$ cat config.mk
export PLATFORM = sky130hd
export DESIGN_NAME = deblock_edge_line_filter_core_flat
export DESIGN_NICKNAME = d
export VERILOG_FILES = /design/src/hdl/deblk_pkg.sv /design/src/hdl/deblk_channel_if.sv /design/src/hdl/deblock_edge_line_filter_core.sv /design/src/hdl/deblk_strength.sv /design/src/hdl/deblk_filter.sv /design/src/flat_wrapper.sv
export SDC_FILE = /design/constraint.sdc
export NUM_CORES = 2
export LEC_CHECK = 0
export BUFFER_PORTS_ARGS = -buffer_cell sky130_fd_sc_hd__buf_2
export CORE_MARGIN = 5
export CORE_UTILIZATION = 58
export DETAILED_ROUTE_END_ITERATION = 16
export HOLD_SLACK_MARGIN = 0.15
export PLACE_DENSITY = 0.76
export SLEW_MARGIN = 20
export SYNTH_ARGS = -nofsm -noshare
export SYNTH_HDL_FRONTEND = slang
export SYNTH_SLANG_ARGS = --single-unit
$ cat constraint.sdc
create_clock -name clock -period 26.2 [get_ports clock]
set_input_delay 3.93 -clock clock [delete_from_list [all_inputs] [get_ports clock]]
set_output_delay 3.93 -clock clock [all_outputs]
set_load 0.02 [all_outputs]
$ cat src/hdl/deblk_pkg.sv
`default_nettype none

package deblk_pkg;

   localparam int STRENGTH_W = 3;

   typedef logic [STRENGTH_W-1:0] strength_type;

   // filter strengths, from pass-through up to the six-pixel rewrite
   localparam strength_type STR_OFF  = 3'd0;
   localparam strength_type STR_WEAK = 3'd1;
   localparam strength_type STR_EDGE = 3'd2;
   localparam strength_type STR_MID  = 3'd3;
   localparam strength_type STR_FULL = 3'd4;

endpackage

`default_nettype wire

$ cat src/hdl/deblk_channel_if.sv
`default_nettype none

// request channel: one line of six pixels with thresholds and flags
interface deblk_req_if #(
   parameter int PIXEL_BITS = 10
);
   logic                  valid;
   logic                  ready;
   logic [PIXEL_BITS-1:0] far_left;
   logic [PIXEL_BITS-1:0] mid_left;
   logic [PIXEL_BITS-1:0] near_left;
   logic [PIXEL_BITS-1:0] near_right;
   logic [PIXEL_BITS-1:0] mid_right;
   logic [PIXEL_BITS-1:0] far_right;
   logic [8:0]            alpha_threshold;
   logic [6:0]            beta_threshold;
   logic                  line_enable;
   logic                  is_chroma;

   modport source (
      output valid, far_left, mid_left, near_left, near_right, mid_right, far_right,
      output alpha_threshold, beta_threshold, line_enable, is_chroma,
      input  ready
   );
   modport sink (
      input  valid, far_left, mid_left, near_left, near_right, mid_right, far_right,
      input  alpha_threshold, beta_threshold, line_enable, is_chroma,
      output ready
   );
endinterface

// response channel: filtered line and the strength applied
interface deblk_rsp_if #(
   parameter int PIXEL_BITS = 10
);
   logic                  valid;
   logic                  ready;
   logic [PIXEL_BITS-1:0] out_far_left;
   logic [PIXEL_BITS-1:0] out_mid_left;
   logic [PIXEL_BITS-1:0] out_near_left;
   logic [PIXEL_BITS-1:0] out_near_right;
   logic [PIXEL_BITS-1:0] out_mid_right;
   logic [PIXEL_BITS-1:0] out_far_right;
   logic [2:0]            strength;

   modport source (
      output valid, out_far_left, out_mid_left, out_near_left,
      output out_near_right, out_mid_right, out_far_right, strength,
      input  ready
   );
   modport sink (
      input  valid, out_far_left, out_mid_left, out_near_left,
      input  out_near_right, out_mid_right, out_far_right, strength,
      output ready
   );
endinterface

`default_nettype wire

$ cat src/hdl/deblock_edge_line_filter_core.sv
`default_nettype none

// channel | modport      | payload
// --------+--------------+-----------------------------------------------
// req_    | sink         | six pixels, alpha, beta, line_enable, is_chroma
// rsp_    | source       | six filtered pixels, strength
//
// two register stages: request register, then response register; the
// strength decision and the pixel rewrite sit between them as combinational logic.
// one line per cycle sustained while the response side is ready.
// reset (synchronous, active high) clears both valid flags only.
// a stalled response holds; a new request is taken while the request stage is
// empty or can move into a free or draining response register.

module deblock_edge_line_filter_core #(
   parameter int PIXEL_BITS = 10
) (
   input  wire logic  clock,
   input  wire logic  reset,
   deblk_req_if.sink   req_chan,
   deblk_rsp_if.source rsp_chan
);
   import deblk_pkg::*;

   logic                  stage_valid_ff;
   logic                  rsp_valid_ff;
   logic                  advance;
   logic                  req_take;

   logic [PIXEL_BITS-1:0] l2_ff, l1_ff, l0_ff, r0_ff, r1_ff, r2_ff;
   logic [8:0]            alpha_ff;
   logic [6:0]            beta_ff;
   logic                  enable_ff;
   logic                  chroma_ff;

   strength_type          strength_in;
   logic [PIXEL_BITS-1:0] o_l2_in, o_l1_in, o_l0_in, o_r0_in, o_r1_in, o_r2_in;

   logic [PIXEL_BITS-1:0] o_l2_ff, o_l1_ff, o_l0_ff, o_r0_ff, o_r1_ff, o_r2_ff;
   strength_type          strength_ff;

   // pipeline flow control
   assign advance        = stage_valid_ff && (!rsp_valid_ff || rsp_chan.ready);
   assign req_chan.ready = !stage_valid_ff || advance;
   assign req_take       = req_chan.valid && req_chan.ready;

   always_ff @(posedge clock) begin
      if (reset) begin
         stage_valid_ff <= 1'b0;
         rsp_valid_ff   <= 1'b0;
      end else begin
         if (req_take) begin
            stage_valid_ff <= 1'b1;
         end else if (advance) begin
            stage_valid_ff <= 1'b0;
         end
         if (advance) begin
            rsp_valid_ff <= 1'b1;
         end else if (rsp_chan.ready) begin
            rsp_valid_ff <= 1'b0;
         end
      end
   end

   // request register
   always_ff @(posedge clock) begin
      if (req_take) begin
         l2_ff     <= req_chan.far_left;
         l1_ff     <= req_chan.mid_left;
         l0_ff     <= req_chan.near_left;
         r0_ff     <= req_chan.near_right;
         r1_ff     <= req_chan.mid_right;
         r2_ff     <= req_chan.far_right;
         alpha_ff  <= req_chan.alpha_threshold;
         beta_ff   <= req_chan.beta_threshold;
         enable_ff <= req_chan.line_enable;
         chroma_ff <= req_chan.is_chroma;
      end
   end

   // strength decision
   deblk_strength #(
      .PIXEL_BITS (PIXEL_BITS)
   ) u_strength (
      .l2          (l2_ff),
      .l1          (l1_ff),
      .l0          (l0_ff),
      .r0          (r0_ff),
      .r1          (r1_ff),
      .r2          (r2_ff),
      .alpha       (alpha_ff),
      .beta        (beta_ff),
      .line_enable (enable_ff),
      .is_chroma   (chroma_ff),
      .strength    (strength_in)
   );

   // pixel rewrite
   deblk_filter #(
      .PIXEL_BITS (PIXEL_BITS)
   ) u_filter (
      .l2       (l2_ff),
      .l1       (l1_ff),
      .l0       (l0_ff),
      .r0       (r0_ff),
      .r1       (r1_ff),
      .r2       (r2_ff),
      .strength (strength_in),
      .o_l2     (o_l2_in),
      .o_l1     (o_l1_in),
      .o_l0     (o_l0_in),
      .o_r0     (o_r0_in),
      .o_r1     (o_r1_in),
      .o_r2     (o_r2_in)
   );

   // response register
   always_ff @(posedge clock) begin
      if (advance) begin
         o_l2_ff     <= o_l2_in;
         o_l1_ff     <= o_l1_in;
         o_l0_ff     <= o_l0_in;
         o_r0_ff     <= o_r0_in;
         o_r1_ff     <= o_r1_in;
         o_r2_ff     <= o_r2_in;
         strength_ff <= strength_in;
      end
   end

   assign rsp_chan.valid          = rsp_valid_ff;
   assign rsp_chan.out_far_left   = o_l2_ff;
   assign rsp_chan.out_mid_left   = o_l1_ff;
   assign rsp_chan.out_near_left  = o_l0_ff;
   assign rsp_chan.out_near_right = o_r0_ff;
   assign rsp_chan.out_mid_right  = o_r1_ff;
   assign rsp_chan.out_far_right  = o_r2_ff;
   assign rsp_chan.strength       = strength_ff;

endmodule

`default_nettype wire

$ cat src/hdl/deblk_strength.sv
`default_nettype none

module deblk_strength #(
   parameter int PIXEL_BITS = 10
) (
   input  wire logic [PIXEL_BITS-1:0] l2,
   input  wire logic [PIXEL_BITS-1:0] l1,
   input  wire logic [PIXEL_BITS-1:0] l0,
   input  wire logic [PIXEL_BITS-1:0] r0,
   input  wire logic [PIXEL_BITS-1:0] r1,
   input  wire logic [PIXEL_BITS-1:0] r2,
   input  wire logic [8:0]            alpha,
   input  wire logic [6:0]            beta,
   input  wire logic                  line_enable,
   input  wire logic                  is_chroma,
   output deblk_pkg::strength_type    strength
);
   import deblk_pkg::*;

   localparam int CW = (PIXEL_BITS > 9) ? PIXEL_BITS : 9;

   function automatic logic [PIXEL_BITS-1:0] abs_diff(
      input logic [PIXEL_BITS-1:0] a,
      input logic [PIXEL_BITS-1:0] b
   );
      return (a > b) ? (a - b) : (b - a);
   endfunction

   logic [PIXEL_BITS-1:0] step;
   logic [PIXEL_BITS-1:0] beta_x;
   logic                  step_ok;
   logic [1:0]            flat_left;
   logic [1:0]            flat_right;
   logic [2:0]            flat_sum;
   logic                  same;
   strength_type          base;

   // edge step must lie strictly between one and alpha
   assign step    = abs_diff(r0, l0);
   assign beta_x  = PIXEL_BITS'(beta);
   assign step_ok = line_enable && (CW'(step) < CW'(alpha)) && (step > PIXEL_BITS'(1));

   // side flatness against beta
   assign flat_left  = {abs_diff(l1, l0) < beta_x, abs_diff(l2, l0) < beta_x};
   assign flat_right = {abs_diff(r0, r1) < beta_x, abs_diff(r0, r2) < beta_x};
   assign flat_sum   = {1'b0, flat_left} + {1'b0, flat_right};
   assign same       = (r1 == r0) && (l0 == l1);

   // strength from the flatness sum
   always_comb begin
      case (flat_sum)
         3'd6:    base = same ? STR_FULL : STR_MID;
         3'd5:    base = same ? STR_MID : STR_EDGE;
         3'd4:    base = (flat_left == 2'd2) ? STR_EDGE : STR_WEAK;
         3'd3:    base = (abs_diff(l1, r1) < beta_x) ? STR_WEAK : STR_OFF;
         default: base = STR_OFF;
      endcase
   end

   // chroma drops a nonzero strength by one
   always_comb begin
      if (!step_ok) begin
         strength = STR_OFF;
      end else if (is_chroma && (base != STR_OFF)) begin
         strength = base - STR_WEAK;
      end else begin
         strength = base;
      end
   end

endmodule

`default_nettype wire

$ cat src/hdl/deblk_filter.sv
`default_nettype none

module deblk_filter #(
   parameter int PIXEL_BITS = 10
) (
   input  wire logic [PIXEL_BITS-1:0] l2,
   input  wire logic [PIXEL_BITS-1:0] l1,
   input  wire logic [PIXEL_BITS-1:0] l0,
   input  wire logic [PIXEL_BITS-1:0] r0,
   input  wire logic [PIXEL_BITS-1:0] r1,
   input  wire logic [PIXEL_BITS-1:0] r2,
   input  deblk_pkg::strength_type    strength,
   output logic      [PIXEL_BITS-1:0] o_l2,
   output logic      [PIXEL_BITS-1:0] o_l1,
   output logic      [PIXEL_BITS-1:0] o_l0,
   output logic      [PIXEL_BITS-1:0] o_r0,
   output logic      [PIXEL_BITS-1:0] o_r1,
   output logic      [PIXEL_BITS-1:0] o_r2
);
   import deblk_pkg::*;

   // weights sum to at most 32, plus rounding
   localparam int SW = PIXEL_BITS + 6;

   logic [SW-1:0] xl2, xl1, xl0, xr0, xr1, xr2;
   logic [SW-1:0] s4_l0, s4_l1, s4_l2, s4_r0, s4_r1, s4_r2;
   logic [SW-1:0] s3_l0, s3_l1, s3_r0, s3_r1;
   logic [SW-1:0] s2_l0, s2_r0;
   logic [SW-1:0] s1_l0, s1_r0;

   assign xl2 = SW'(l2);
   assign xl1 = SW'(l1);
   assign xl0 = SW'(l0);
   assign xr0 = SW'(r0);
   assign xr1 = SW'(r1);
   assign xr2 = SW'(r2);

   // six-pixel rewrite
   assign s4_l0 = xl0 * SW'(9) + xl2 * SW'(9) + xr0 * SW'(8) + xr2 * SW'(6) + SW'(16);
   assign s4_l1 = xl0 * SW'(7) + xl2 * SW'(6) + xr0 * SW'(3) + SW'(8);
   assign s4_l2 = xl0 * SW'(4) + xl2 * SW'(3) + xr0 + SW'(4);
   assign s4_r0 = xr0 * SW'(9) + xr2 * SW'(9) + xl0 * SW'(8) + xl2 * SW'(6) + SW'(16);
   assign s4_r1 = xr0 * SW'(7) + xr2 * SW'(6) + xl0 * SW'(3) + SW'(8);
   assign s4_r2 = xr0 * SW'(4) + xr2 * SW'(3) + xl0 + SW'(4);

   // four-pixel rewrite
   assign s3_l0 = xl2 + xl1 * SW'(4) + xl0 * SW'(6) + xr0 * SW'(4) + xr1 + SW'(8);
   assign s3_r0 = xl1 + xl0 * SW'(4) + xr0 * SW'(6) + xr1 * SW'(4) + xr2 + SW'(8);
   assign s3_l1 = xl2 * SW'(3) + xl1 * SW'(8) + xl0 * SW'(4) + xr0 + SW'(8);
   assign s3_r1 = xr2 * SW'(3) + xr1 * SW'(8) + xr0 * SW'(4) + xl0 + SW'(8);

   // edge pair rewrite
   assign s2_l0 = xl1 * SW'(3) + xl0 * SW'(10) + xr0 * SW'(3) + SW'(8);
   assign s2_r0 = xl0 * SW'(3) + xr0 * SW'(10) + xr1 * SW'(3) + SW'(8);

   // 3:1 blend of the edge pair
   assign s1_l0 = xl0 * SW'(3) + xr0 + SW'(2);
   assign s1_r0 = xr0 * SW'(3) + xl0 + SW'(2);

   // pick the rewrite by strength
   always_comb begin
      o_l2 = l2;
      o_l1 = l1;
      o_l0 = l0;
      o_r0 = r0;
      o_r1 = r1;
      o_r2 = r2;
      case (strength)
         STR_FULL: begin
            o_l0 = s4_l0[PIXEL_BITS+4:5];
            o_l1 = s4_l1[PIXEL_BITS+3:4];
            o_l2 = s4_l2[PIXEL_BITS+2:3];
            o_r0 = s4_r0[PIXEL_BITS+4:5];
            o_r1 = s4_r1[PIXEL_BITS+3:4];
            o_r2 = s4_r2[PIXEL_BITS+2:3];
         end
         STR_MID: begin
            o_l0 = s3_l0[PIXEL_BITS+3:4];
            o_r0 = s3_r0[PIXEL_BITS+3:4];
            o_l1 = s3_l1[PIXEL_BITS+3:4];
            o_r1 = s3_r1[PIXEL_BITS+3:4];
         end
         STR_EDGE: begin
            o_l0 = s2_l0[PIXEL_BITS+3:4];
            o_r0 = s2_r0[PIXEL_BITS+3:4];
         end
         STR_WEAK: begin
            o_l0 = s1_l0[PIXEL_BITS+1:2];
            o_r0 = s1_r0[PIXEL_BITS+1:2];
         end
         default: begin
         end
      endcase
   end

endmodule

`default_nettype wire

$ cat src/flat_wrapper.sv
// flat-port wrapper written by rule: the top's interface ports become plain ports
module deblock_edge_line_filter_core_flat import deblk_pkg::*;
#(
   parameter int PIXEL_BITS = 10
)
  (clock, reset, req_chan_valid, req_chan_far_left, req_chan_mid_left, req_chan_near_left, req_chan_near_right, req_chan_mid_right, req_chan_far_right, req_chan_alpha_threshold, req_chan_beta_threshold, req_chan_line_enable, req_chan_is_chroma, req_chan_ready, rsp_chan_valid, rsp_chan_out_far_left, rsp_chan_out_mid_left, rsp_chan_out_near_left, rsp_chan_out_near_right, rsp_chan_out_mid_right, rsp_chan_out_far_right, rsp_chan_strength, rsp_chan_ready);
  deblk_req_if #(.PIXEL_BITS(PIXEL_BITS)) req_chan_i ();
  deblk_rsp_if #(.PIXEL_BITS(PIXEL_BITS)) rsp_chan_i ();
  input  wire logic clock;
  input  wire logic reset;
  input wire logic [$bits(req_chan_i.valid)-1:0] req_chan_valid;
  input wire logic [$bits(req_chan_i.far_left)-1:0] req_chan_far_left;
  input wire logic [$bits(req_chan_i.mid_left)-1:0] req_chan_mid_left;
  input wire logic [$bits(req_chan_i.near_left)-1:0] req_chan_near_left;
  input wire logic [$bits(req_chan_i.near_right)-1:0] req_chan_near_right;
  input wire logic [$bits(req_chan_i.mid_right)-1:0] req_chan_mid_right;
  input wire logic [$bits(req_chan_i.far_right)-1:0] req_chan_far_right;
  input wire logic [$bits(req_chan_i.alpha_threshold)-1:0] req_chan_alpha_threshold;
  input wire logic [$bits(req_chan_i.beta_threshold)-1:0] req_chan_beta_threshold;
  input wire logic [$bits(req_chan_i.line_enable)-1:0] req_chan_line_enable;
  input wire logic [$bits(req_chan_i.is_chroma)-1:0] req_chan_is_chroma;
  output wire logic [$bits(req_chan_i.ready)-1:0] req_chan_ready;
  output wire logic [$bits(rsp_chan_i.valid)-1:0] rsp_chan_valid;
  output wire logic [$bits(rsp_chan_i.out_far_left)-1:0] rsp_chan_out_far_left;
  output wire logic [$bits(rsp_chan_i.out_mid_left)-1:0] rsp_chan_out_mid_left;
  output wire logic [$bits(rsp_chan_i.out_near_left)-1:0] rsp_chan_out_near_left;
  output wire logic [$bits(rsp_chan_i.out_near_right)-1:0] rsp_chan_out_near_right;
  output wire logic [$bits(rsp_chan_i.out_mid_right)-1:0] rsp_chan_out_mid_right;
  output wire logic [$bits(rsp_chan_i.out_far_right)-1:0] rsp_chan_out_far_right;
  output wire logic [$bits(rsp_chan_i.strength)-1:0] rsp_chan_strength;
  input wire logic [$bits(rsp_chan_i.ready)-1:0] rsp_chan_ready;
  assign req_chan_i.valid = req_chan_valid;
  assign req_chan_i.far_left = req_chan_far_left;
  assign req_chan_i.mid_left = req_chan_mid_left;
  assign req_chan_i.near_left = req_chan_near_left;
  assign req_chan_i.near_right = req_chan_near_right;
  assign req_chan_i.mid_right = req_chan_mid_right;
  assign req_chan_i.far_right = req_chan_far_right;
  assign req_chan_i.alpha_threshold = req_chan_alpha_threshold;
  assign req_chan_i.beta_threshold = req_chan_beta_threshold;
  assign req_chan_i.line_enable = req_chan_line_enable;
  assign req_chan_i.is_chroma = req_chan_is_chroma;
  assign req_chan_ready = req_chan_i.ready;
  assign rsp_chan_valid = rsp_chan_i.valid;
  assign rsp_chan_out_far_left = rsp_chan_i.out_far_left;
  assign rsp_chan_out_mid_left = rsp_chan_i.out_mid_left;
  assign rsp_chan_out_near_left = rsp_chan_i.out_near_left;
  assign rsp_chan_out_near_right = rsp_chan_i.out_near_right;
  assign rsp_chan_out_mid_right = rsp_chan_i.out_mid_right;
  assign rsp_chan_out_far_right = rsp_chan_i.out_far_right;
  assign rsp_chan_strength = rsp_chan_i.strength;
  assign rsp_chan_i.ready = rsp_chan_ready;
  deblock_edge_line_filter_core #(.PIXEL_BITS(PIXEL_BITS)) u_core (.clock(clock), .reset(reset), .req_chan(req_chan_i), .rsp_chan(rsp_chan_i));
endmodule
==> flow_metrics.tcl <==
set metrics [dict create \
    arrival_ns 12.14 \
    first_iter_violations 2959 \
    finalHoldViolations 0 \
    max-vdd-ir-drop_uv 77.2 \
    syn2layout_area_growth_pct 8.45 \
    synthDominantAreaCellType "ha_1" \
    rsz0062_at_grt "false" \
    io_buffers 146 \
    initial_core_util_pct 58.4 \
    num-nets-final 4156 \
    max-cap-violations 0 \
    clock_sinks 143 \
    ys.flop_type "edfxtp_1" \
    setup_viol_count_final 0 \
    ys_warn_count 0 \
    finalCriticalPeriod_ns 11.84 \
    crit_top_cell "ha_1" \
    ys_seq_area_share_pct 14.7 \
    drcViolationCount 0 \
    synthTopCellsByCount "inv_1, ha_1, fa_1, a21oi_1, edfxtp_1" \
    clkLatencyLatePin_ns 0.52 \
    synth.most_common_cell "inv_1" \
    final.period_utilization_pct 45.2 \
    via_count 24700 \
    cp-end-kind "flip-flop" \
    relSlewSlack_pct 22.3 \
    clock.fmax_mhz 84.4 \
    fp.coreArea_um2 49900 \
    finalMaxSlewViolations 0 \
    ys_ff_latch 143 \
    grt_pass1_wl_um 164000 \
    cts_buffer_depth 2 \
    cts_tree "done" \
    worst_path_max_delay_cell "or2_1" \
    grt_usage_pct 41.3 \
    max_stage_delay_ns 0.96 \
    status "completed" \
    cts-htree-levels 4 \
    crit_buf_inv 7 \
    worstHoldPathType "reg -> reg" \
    tightest_slew_ns 1.16 \
    synth_edf_count 141 \
    power.density_nw_per_um2 94.1 \
    fin_setup_tns_ns 0 \
    grt_max_degree 64 \
    leakage_uw 0.0157 \
    grt_overflow_total 0 \
    ant_nets 0 \
    final_cells 3881 \
    final_layout_size_suffix_gt1_share_pct 9.39 \
    fin_skew_ns 0.0217 \
    async_flop_share_pct 0 \
    post_drt_wl_per_cell_um 28.9 \
    synthesis.instances 3027 \
    placed_cells_incl_taps 3847 \
    criticalPathCategory "reg -> reg" \
    crit_family "simple AND/OR/NAND/NOR gates" \
    die_area_um2 54800 \
    dpl.hpwl_um 90500 \
    ys_types 85 \
    die_x_um 234 \
    holdBufCountCts 0 \
    netlist_area_um2 29100 \
    syn_avg_cell_area_um2 9.62 \
    grt_pass1_vias 24900 \
    post-cts-setup-buffers 0 \
    rows 82 \
    synth_top_cells_by_area "ha_1, fa_1, edfxtp_1, inv_1, xnor2_1" \
    numCtsBuffers 17 \
    placed_area_um2 31000 \
    synth_nets 3989 \
    synth.top_cell.area_share_pct 24.9 \
    gp_congestion 1.03 \
    vias_per_cell 6.37 \
    first_pass_iters 6 \
    clockRootBuffer "clkbuf_16" \
    die_h_um 234 \
    worstPathRequired_ns 26.50 \
    whs_ns 0.535 \
    antenna_found_initial 2 \
    design.portCount 147 \
    stdcell_area_um2 31600 \
    cts_resized 0 \
    routed_wl_um 112000 \
    cp_max_fo 35 \
    clkTransAtPathRegs_ns 0.08 \
    worst_setup_path_start_kind "flip-flop" \
]
layout make-up:
class | instances | area [um2]
Multi-Input combinational cell | 2238 | 22500
Fill cell | 4179 | 18300
Sequential cell | 143 | 4270
Inverter | 583 | 2190
Timing Repair Buffer | 211 | 1220
Tap cell | 672 | 841
Clock buffer | 17 | 425
Clock inverter | 15 | 165
Antenna cell | 2 | 5.00
worst min-delay path: cells and delay by family (launching register included):
kind             cells  cell delay (ns)
flip-flops           1             0.34
AND/OR/NAND/NOR      2             0.16
cell usage in the layout (no fill, tap or decap), types with 75 or more instances in the layout:
cell type,count
a21o_1,79
a21oi_1,144
buf_2,146
edfxtp_1,141
fa_1,301
ha_1,579
inv_1,583
nand2_1,75
nor2_1,95
o21ai_0,113
xnor2_1,117
xor2_1,80
power by group:
| part | switching [uW] | internal (uW) | total [uW] |
|---|---|---|---|
| registers | 16.3 | 266 | 283 |
| logic | 1430 | 993 | 2420 |
| clock network | 133 | 135 | 269 |
| total | 1580 | 1400 | 2970 |
cells by family (layout without fill, tap and decap cells):
family	after synthesis	count (layout)	share of synthesized area [%]
AO/OA/AOI/OAI	623	623	14.4
flip-flops	143	143	14.7
other	0	2	0
buffers and inverters	646	826	8.43
AND/OR/NAND/NOR	457	457	8.07
adder cells (fa/ha/maj)	880	880	45.6
XOR/XNOR	199	199	6.01
multiplexers	79	79	2.80
registers in the layout, summed over array words and instances, names as in the netlist:
register	count
u_core.rsp_chan.out_near_left	10
u_core.r1_ff	10
u_core.alpha_ff	9
u_core.r0_ff	10
u_core.stage_valid_ff	1
u_core.l1_ff	10
u_core.l2_ff	10
u_core.r2_ff	10
u_core.rsp_chan.out_near_right	10
u_core.rsp_chan.out_mid_right	10
u_core.enable_ff	1
u_core.rsp_chan.strength	3
u_core.rsp_chan.out_mid_left	10
u_core.beta_ff	7
u_core.chroma_ff	1
u_core.rsp_chan.out_far_left	10
u_core.l0_ff	10
u_core.rsp_chan.valid	1
u_core.rsp_chan.out_far_right	10
metal layers:
layer  wire length [um]  up-vias  track usage (%)
li1                   -    10800                -
met1              45500    12100             57.3
met2              46200     1542             59.5
met3              12000      392             8.77
met4               8390        4             24.5
met5                 15        -                0
stage by stage:
stage                     worst slack, ns  total power, uW  util (%)
after global placement              14.86             2570      62.1
after CTS                           14.59             2910      63.3
final                               14.36             2970      63.3
after detailed placement            14.70             2620      62.1
after floorplan                     17.43             1960         -
after global routing                13.99             3210      63.3
final timing paths:
check	start	end	slack, ns	depth (start not counted)
max	u_core.r0_ff[0]	u_core.rsp_chan.out_near_left[5]	14.36	36
min	u_core.stage_valid_ff	u_core.rsp_chan.valid	0.54	2
min reg2reg	u_core.stage_valid_ff	u_core.rsp_chan.valid	0.54	2
max reg2reg	u_core.r0_ff[0]	u_core.rsp_chan.out_near_left[5]	14.36	36
No activity file was read; power rests on OpenSTA's default activity.
